$ cat src/sv/lir_pkg.sv
`timescale 1ns / 1ps

package lir_pkg;

    localparam int SAMPLE_BITS = 24;
    localparam int FRAC_BITS   = 16;
    // position and step: five integer bits, enough for the step maximum of 16 and for pos + step
    localparam int POS_BITS    = FRAC_BITS + 5;
    localparam int STEP_BITS   = FRAC_BITS + 5;
    localparam int PROD_BITS   = SAMPLE_BITS + FRAC_BITS + 2;

    localparam logic [POS_BITS-1:0]  ONE_POS    = POS_BITS'(1) << FRAC_BITS;
    localparam logic [STEP_BITS-1:0] STEP_MIN   = STEP_BITS'(1) << (FRAC_BITS - 4);
    localparam logic [STEP_BITS-1:0] STEP_MAX   = STEP_BITS'(1) << (FRAC_BITS + 4);
    localparam logic [STEP_BITS-1:0] STEP_RESET = STEP_BITS'(1) << FRAC_BITS;

    typedef struct packed {
        logic signed [SAMPLE_BITS-1:0] sample_in;
        logic                          end_of_input;
    } in_beat_t;

    typedef struct packed {
        logic signed [SAMPLE_BITS-1:0] sample_out;
        logic                          last_of_run;
        logic                          end_of_output;
    } out_beat_t;

    typedef struct packed {
        logic                          mul_en;
        logic signed [SAMPLE_BITS-1:0] prev;
        logic signed [SAMPLE_BITS-1:0] cur;
        logic [FRAC_BITS-1:0]          frac;
    } interp_ctrl_t;

    typedef enum logic [1:0] {
        ST_IDLE,
        ST_MUL,
        ST_INTERP,
        ST_TAIL
    } seq_state_t;

endpackage

$ cat src/sv/lir_interp.sv
`timescale 1ns / 1ps

module lir_interp (
    input  logic                                   clk,
    input  lir_pkg::interp_ctrl_t                  ctrl,
    output logic signed [lir_pkg::SAMPLE_BITS-1:0] result
);
    import lir_pkg::*;

    localparam logic signed [PROD_BITS-1:0] HALF = PROD_BITS'(1) << (FRAC_BITS - 1);

    logic signed [SAMPLE_BITS:0]   diff;
    logic signed [PROD_BITS-1:0]   prod_next;
    logic signed [PROD_BITS-1:0]   prod_reg;
    logic signed [PROD_BITS-1:0]   biased;
    logic signed [SAMPLE_BITS+1:0] q;
    logic signed [SAMPLE_BITS+1:0] sum;

    assign diff      = {ctrl.cur[SAMPLE_BITS-1], ctrl.cur}
                     - {ctrl.prev[SAMPLE_BITS-1], ctrl.prev};
    assign prod_next = diff * $signed({1'b0, ctrl.frac});

    always_ff @(posedge clk)
    begin
        if (ctrl.mul_en)
        begin
            prod_reg <= prod_next;
        end
    end

    // round to nearest, ties upward: floor((p + half) / 2^F)
    assign biased = prod_reg + HALF;
    assign q      = biased[PROD_BITS-1:FRAC_BITS];
    assign sum    = {{2{ctrl.prev[SAMPLE_BITS-1]}}, ctrl.prev} + q;
    assign result = sum[SAMPLE_BITS-1:0];

endmodule

$ cat src/sv/lir_ctrl.sv
`timescale 1ns / 1ps

module lir_ctrl (
    input  logic                                   clk,
    input  logic                                   rst_n,
    input  logic                                   in_valid,
    output logic                                   in_stall,
    input  lir_pkg::in_beat_t                      in_data,
    input  logic                                   cfg_valid,
    input  logic [lir_pkg::STEP_BITS-1:0]          cfg_data,
    input  logic                                   slot_free,
    input  logic signed [lir_pkg::SAMPLE_BITS-1:0] interp_result,
    output logic                                   out_load,
    output lir_pkg::out_beat_t                     out_beat,
    output lir_pkg::interp_ctrl_t                  ictrl
);
    import lir_pkg::*;

    seq_state_t state_reg, state_next;

    logic [STEP_BITS-1:0]          step_reg;
    logic signed [SAMPLE_BITS-1:0] prev_reg, prev_next;
    logic signed [SAMPLE_BITS-1:0] cur_reg, cur_next;
    logic                          end_reg, end_next;
    logic [POS_BITS-1:0]           pos_reg, pos_next;
    logic                          await_reg, await_next;

    logic [STEP_BITS-1:0] step_eff;
    logic [POS_BITS-1:0]  pos_step;
    logic [POS_BITS-1:0]  pos_wrap;
    logic [POS_BITS-1:0]  pos_less;

    always_comb
    begin
        if (step_reg < STEP_MIN)
            step_eff = STEP_MIN;
        else if (step_reg > STEP_MAX)
            step_eff = STEP_MAX;
        else
            step_eff = step_reg;
    end

    // pos < one here, so pos + step stays below 2^(F+5)
    assign pos_step = pos_reg + POS_BITS'(step_eff);
    assign pos_wrap = pos_step - ONE_POS;
    assign pos_less = pos_reg - ONE_POS;

    assign in_stall = (state_reg != ST_IDLE);

    assign ictrl.mul_en = (state_reg == ST_MUL);
    assign ictrl.prev   = prev_reg;
    assign ictrl.cur    = cur_reg;
    assign ictrl.frac   = pos_reg[FRAC_BITS-1:0];

    always_comb
    begin
        state_next = state_reg;
        unique case (state_reg)
            ST_IDLE:
            begin
                if (in_valid)
                begin
                    if (await_reg)
                        state_next = in_data.end_of_input ? ST_TAIL : ST_IDLE;
                    else if (pos_reg < ONE_POS)
                        state_next = ST_MUL;
                    else if (in_data.end_of_input && (pos_less < ONE_POS))
                        state_next = ST_TAIL;
                end
            end
            ST_MUL:
                state_next = ST_INTERP;
            ST_INTERP:
            begin
                if (slot_free)
                begin
                    if (pos_step < ONE_POS)
                        state_next = ST_MUL;
                    else if (end_reg && (pos_wrap < ONE_POS))
                        state_next = ST_TAIL;
                    else
                        state_next = ST_IDLE;
                end
            end
            ST_TAIL:
            begin
                if (slot_free && (pos_step >= ONE_POS))
                    state_next = ST_IDLE;
            end
            default:
                state_next = ST_IDLE;
        endcase
    end

    always_comb
    begin
        prev_next  = prev_reg;
        cur_next   = cur_reg;
        end_next   = end_reg;
        pos_next   = pos_reg;
        await_next = await_reg;
        out_load   = 1'b0;
        out_beat   = '{sample_out: cur_reg, last_of_run: 1'b0, end_of_output: 1'b0};
        unique case (state_reg)
            ST_IDLE:
            begin
                if (in_valid)
                begin
                    cur_next = in_data.sample_in;
                    end_next = in_data.end_of_input;
                    if (await_reg)
                    begin
                        await_next = 1'b0;
                        prev_next  = in_data.sample_in;
                    end
                    else if (pos_reg >= ONE_POS)
                    begin
                        pos_next  = pos_less;
                        prev_next = in_data.sample_in;
                        // end of stream with nothing left to emit
                        if (in_data.end_of_input && (pos_less >= ONE_POS))
                        begin
                            prev_next  = '0;
                            pos_next   = '0;
                            await_next = 1'b1;
                        end
                    end
                end
            end
            ST_MUL:
            begin
            end
            ST_INTERP:
            begin
                if (slot_free)
                begin
                    out_load            = 1'b1;
                    out_beat.sample_out = interp_result;
                    if (pos_step < ONE_POS)
                        pos_next = pos_step;
                    else
                    begin
                        pos_next  = pos_wrap;
                        prev_next = cur_reg;
                        if (!(end_reg && (pos_wrap < ONE_POS)))
                        begin
                            out_beat.last_of_run   = 1'b1;
                            out_beat.end_of_output = end_reg;
                            if (end_reg)
                            begin
                                prev_next  = '0;
                                pos_next   = '0;
                                await_next = 1'b1;
                            end
                        end
                    end
                end
            end
            ST_TAIL:
            begin
                if (slot_free)
                begin
                    out_load = 1'b1;
                    if (pos_step < ONE_POS)
                        pos_next = pos_step;
                    else
                    begin
                        out_beat.last_of_run   = 1'b1;
                        out_beat.end_of_output = 1'b1;
                        prev_next  = '0;
                        pos_next   = '0;
                        await_next = 1'b1;
                    end
                end
            end
            default:
            begin
            end
        endcase
    end

    always_ff @(posedge clk or negedge rst_n)
    begin
        if (!rst_n)
        begin
            state_reg <= ST_IDLE;
            step_reg  <= STEP_RESET;
            prev_reg  <= '0;
            pos_reg   <= '0;
            await_reg <= 1'b1;
        end
        else
        begin
            state_reg <= state_next;
            prev_reg  <= prev_next;
            pos_reg   <= pos_next;
            await_reg <= await_next;
            if (cfg_valid)
                step_reg <= cfg_data;
        end
    end

    always_ff @(posedge clk)
    begin
        cur_reg <= cur_next;
        end_reg <= end_next;
    end

    a_mul_in_range: assert property (@(posedge clk) disable iff (!rst_n)
        (state_reg == ST_MUL) |-> (pos_reg < ONE_POS))
        else $error("multiply issued for a position past the interval");

    a_tail_on_end: assert property (@(posedge clk) disable iff (!rst_n)
        (state_reg == ST_TAIL) |-> (end_reg && (pos_reg < ONE_POS)))
        else $error("tail outputs outside the final interval");

    a_fresh_stream: assert property (@(posedge clk) disable iff (!rst_n)
        await_reg |-> ((pos_reg == '0) && (prev_reg == '0)))
        else $error("stream state not cleared while awaiting first sample");

    a_load_state: assert property (@(posedge clk) disable iff (!rst_n)
        out_load |-> ((state_reg == ST_INTERP) || (state_reg == ST_TAIL)))
        else $error("output beat loaded outside an emitting state");

endmodule

$ cat src/sv/linear_interp_resampler.sv
`timescale 1ns / 1ps

// Linear-interpolation resampler, one mono Q1.23 channel. Outputs fall at
// source positions 0, s, 2s, ... with s = step (Q5.16, clamped to 1/16..16),
// to be loaded through the config channel while the block is idle; the block
// itself does not enforce this. One shared multiplier, driven by a small
// sequencer, works out each interpolated beat: multiply, then round and load
// the output register. Trailing outputs after an end-of-input beat are loaded
// directly, and the input is taken while idle. An input holds in_stall until
// all the outputs it causes are loaded, longer if the output side stalls. The
// first sample of a stream only primes the interpolator, unless it also ends
// the stream. A single output register decouples the two sides.
module linear_interp_resampler (
    input  logic                              clk,
    input  logic                              rst_n,
    input  logic                              in_valid,
    output logic                              in_stall,
    input  lir_pkg::in_beat_t                 in_data,
    output logic                              out_valid,
    input  logic                              out_stall,
    output lir_pkg::out_beat_t                out_data,
    input  logic                              cfg_valid,
    output logic                              cfg_ready,
    input  logic [lir_pkg::STEP_BITS-1:0]     cfg_data
);
    import lir_pkg::*;

    interp_ctrl_t                  ictrl;
    logic signed [SAMPLE_BITS-1:0] interp_result;
    logic                          out_load;
    out_beat_t                     out_beat;
    logic                          slot_free;
    logic                          out_valid_reg;
    out_beat_t                     out_data_reg;

    assign cfg_ready = 1'b1;
    assign slot_free = !out_valid_reg || !out_stall;

    lir_ctrl u_ctrl (
        .clk           (clk),
        .rst_n         (rst_n),
        .in_valid      (in_valid),
        .in_stall      (in_stall),
        .in_data       (in_data),
        .cfg_valid     (cfg_valid),
        .cfg_data      (cfg_data),
        .slot_free     (slot_free),
        .interp_result (interp_result),
        .out_load      (out_load),
        .out_beat      (out_beat),
        .ictrl         (ictrl)
    );

    lir_interp u_interp (
        .clk    (clk),
        .ctrl   (ictrl),
        .result (interp_result)
    );

    always_ff @(posedge clk or negedge rst_n)
    begin
        if (!rst_n)
            out_valid_reg <= 1'b0;
        else if (out_load)
            out_valid_reg <= 1'b1;
        else if (!out_stall)
            out_valid_reg <= 1'b0;
    end

    always_ff @(posedge clk)
    begin
        if (out_load)
            out_data_reg <= out_beat;
    end

    assign out_valid = out_valid_reg;
    assign out_data  = out_data_reg;

endmodule

$ cat config.mk
export PLATFORM = sky130hd
export DESIGN_NAME = linear_interp_resampler
export DESIGN_NICKNAME = d
export VERILOG_FILES = /design/src/sv/lir_pkg.sv /design/src/sv/lir_interp.sv /design/src/sv/lir_ctrl.sv /design/src/sv/linear_interp_resampler.sv
export SDC_FILE = /design/constraint.sdc
export NUM_CORES = 1
export LEC_CHECK = 0
export BUFFER_PORTS_ARGS = -buffer_cell sky130_fd_sc_hd__buf_2
export CORE_ASPECT_RATIO = 1.75
export CORE_MARGIN = 3
export CORE_UTILIZATION = 44
export CTS_CLUSTER_SIZE = 8
export DETAILED_ROUTE_END_ITERATION = 6
export SKIP_LAST_GASP = 1
export SYNTH_ARGS = -nofsm -noshare
export SYNTH_HDL_FRONTEND = slang
export SYNTH_SLANG_ARGS = --single-unit
$ cat constraint.sdc
create_clock -name clk -period 8.9 [get_ports clk]
set_clock_uncertainty 0.1 [all_clocks]
set_input_delay 0.89 -clock clk [delete_from_list [all_inputs] [get_ports clk]]
set_output_delay 0.89 -clock clk [all_outputs]
set_load 0.02 [all_outputs]
==> run_results.csv <==
group,metric,value,unit
status,outcome,"finished clean",
synth,synth_cells,2468,
critical_path,cp-end-kind,"flip-flop",
clock_network,clock_sinks,146,
synth,syn-num-nets,3064,
place,post_dp_cell_area,24700,sq um
grt,grt_pass1_wl,103000,microns
synth,synth_flop_cell,"edfxtp_1",
clock_network,cts_hold_buf,0,
critical_path,cp_common_cell,"fa_1",
clock_network,cts-root-buf,"clkbuf_16",
route,firstDrtPassIters,6,
grt,antenna_found_initial,1,
critical_path,slowest_delay,0.56,ns
synth,synth.distinct_cells,77,
grt,grt_max_degree,71,
place,port_buffers,78,
clock_network,cts_tree,"built",
die,ios,80,
route,drc_errors,0,
route,routed_wirelength,65400,microns
die,core_area,51500,sq um
route,postRouteAntennaNets,0,
layout,area_delta_synth_final,10.8,%
synth,seq_area_frac_synth,0.176,
layout,final_cells,3264,
clock_network,cts_buffer_depth,2,
critical_path,worstSetupPathType,"reg2reg",
timing,drv_slew,0,
critical_path,worst_setup_path_start_kind,"flip-flop",
place,place.gp.congestion,0.935,
synth,async_flop_share,0.479,
timing,max_freq,117,MHz
timing,worst_slew_pin_slew,1.18,ns
layout,drive_gt1_frac,0.108,
timing,period_share,0.960,
die,die_area,55100,sq um
grt,grt_usage,0.245,
layout,largest_reg_flops,26,
clock_network,numCtsBuffers,17,
die,rows,110,
place,dpl.hpwl,53300,microns
grt,grt_pass1_vias,19209,
grt,grt_remaining_overflow,0,
synth,synth-edff-count,76,
timing,hold_viol_final,0,
synth,ys_ff_latch,146,
timing,fin_ws,0.359,ns
route,drt-initial-drc-count,1086,
route,post_drt_wl_per_cell,20.0,microns
place,dpl.cell_count,3227,
clock_network,clkTransAtPathRegs,0.07,ns
synth,syn-cell-area,23000,sq um
layout,stdcell_area,25400,sq um
synth,yosysWarnings,0,
die,dieWidth,179,microns
clock_network,clock_latency,0.46,ns
timing,setup_viol,0,
synth,synth_area_per_cell,9.30,sq um
clock_network,htreeDepth,4,
timing,fin_crit,8.54,ns
critical_path,crit_arrival,8.65,ns
flow_run,maxCapViolCount,0,
timing,slew_headroom,0.212,
critical_path,crit_fanout,10,
route,vias_per_cell,5.37,
route,num_vias,17541,
place,place_ws,-0.172,ns
critical_path,slowest_stage,"fa_1",
worst_hold_path,worstHoldPathType,"reg2reg",
die,chipHeight,308,microns
die,start_util,0.446,
layout,layout.nets,3174,
critical_path,cp.required,9.01,ns
==> worst paths after layout <==
check | from | to | slack, ns | depth (start not counted)
worst max-delay path | u_ctrl.cur_reg[0] | u_interp.prod_reg[39] | 0.36 | 34
worst min-delay path | out_valid | out_valid | 0.41 | 2
worst max register to register | u_ctrl.cur_reg[0] | u_interp.prod_reg[39] | 0.36 | 34
worst min register to register | out_valid | out_valid | 0.41 | 2
max in group asynchronous | rst_n | u_ctrl.prev_reg[3] | 7.52 | 1
min in group asynchronous | rst_n | u_ctrl.step_reg[17] | 0.51 | 1
==> routing by layer <==
metal | track usage | part of all wire | vias up
li1 | - | - | 7949
met1 | 0.255 | 0.35 | 8854
met2 | 0.457 | 0.54 | 522
met3 | 0.0227 | 0.033 | 216
met4 | 0.163 | 0.077 | 0
met5 | 0 | 0 | -
==> worst max-delay path: cells and delay by family, from the launching register on <==
kind                     cells  cell delay (ns)
AO/OA/AOI/OAI               10             1.97
XOR/XNOR                     1             0.09
adder cells (fa/ha/maj)      9             3.85
buffers and inverters        6             0.67
flip-flops                   1             0.40
AND/OR/NAND/NOR              8             1.20
==> per-stage QoR <==
| step | util | hold WS (ns) | TNS (ns) |
|---|---|---|---|
| after floorplan | - | 0.385 | 0 |
| after global placement | 0.479 | 0.386 | -0.0217 |
| after detailed placement | 0.479 | 0.408 | -0.413 |
| after CTS | 0.492 | 0.422 | 0 |
| after global routing | 0.494 | 0.460 | -0.136 |
| final | 0.494 | 0.409 | 0 |
==> cell usage after synthesis, types with 4 or more instances <==
master	n	area, sq um
inv_1	485	1820
fa_1	375	7510
nand2_1	344	1290
and2_1	179	1120
ha_1	170	2130
clkbuf_1	84	315
xnor2_1	82	718
edfxtp_1	76	2280
dfrtp_1	68	1700
a21oi_1	65	325
nor2_1	61	229
o21ai_0	46	230
xor2_1	46	403
nor2b_1	32	200
nand3_1	29	145
a21o_1	28	210
mux2_2	24	270
a32oi_1	22	193
nor3_1	21	105
o21a_1	20	150
o21ai_1	19	95.1
nand2b_1	18	113
a22o_1	17	149
nor4_1	14	87.6
a211oi_1	12	90.1
o21bai_1	12	90.1
or3_1	12	75.1
a31oi_1	11	68.8
and3_1	10	62.6
nand4_1	8	50.1
a31o_2	4	35.0
buf_2	4	20.0
o31ai_1	4	30.0
==> final cells by class <==
class                   instances  area (sq um)
diodes                          1          2.50
clock buffers                  17           425
clock inverters                15           218
fillers                      4866         26000
inverters                     485          1820
multi-input cells            1745         16900
flip-flops and latches        146          4040
well taps                     672           841
repair buffers                183          1240
==> placed cells by master, fill, tap and decap left out, types with 11 or more instances in the layout <==
master     netlist  routed
a21oi_1         65      61
inv_1          485     485
mux2_2          24      24
nand2_1        344     344
fa_1           375     372
xnor2_1         82      78
dfrtp_1         68      68
a32oi_1         22      22
or3_1           12      12
nor3_1          21      19
a31oi_1         11      11
a211oi_1        12      11
nor4_1          14      13
nand2b_1        18      18
a21o_1          28      28
o21ai_1         19      19
buf_2            4      77
o21bai_1        12      11
edfxtp_1        76      76
xor2_1          46      46
buf_4            3     101
o21a_1          20      20
ha_1           170     170
nand3_1         29      29
o21ai_0         46      43
and2_1         179     179
a22o_1          17      17
clkbuf_16        0      17
nor2_1          61      60
nor2b_1         32      31
==> logic make-up (layout without fill, tap and decap cells) <==
family,Yosys count,count (layout),synth area share
AOI/OAI and AO/OA,296,296,0.0873
xor gates and xnor gates,131,131,0.0512
adders and majority gates,545,545,0.420
buffers and inverters,577,700,0.0951
DFF,146,146,0.176
muxes,25,25,0.0122
other,1,2,0.000163
and+or+nand+nor,747,747,0.158
==> repair_timing <==
| action | in CTS | in global routing |
|---|---|---|
| endpoints found under the setup margin | 3 | 9 |
| pin swaps | 0 | 5 |
| setup buffers | 0 | 4 |
| gates resized for setup | 4 | 19 |
Power is left out: the tool's default activity adds up to more than one toggle a clock period on the data nets, which glitch-free logic cannot reach.
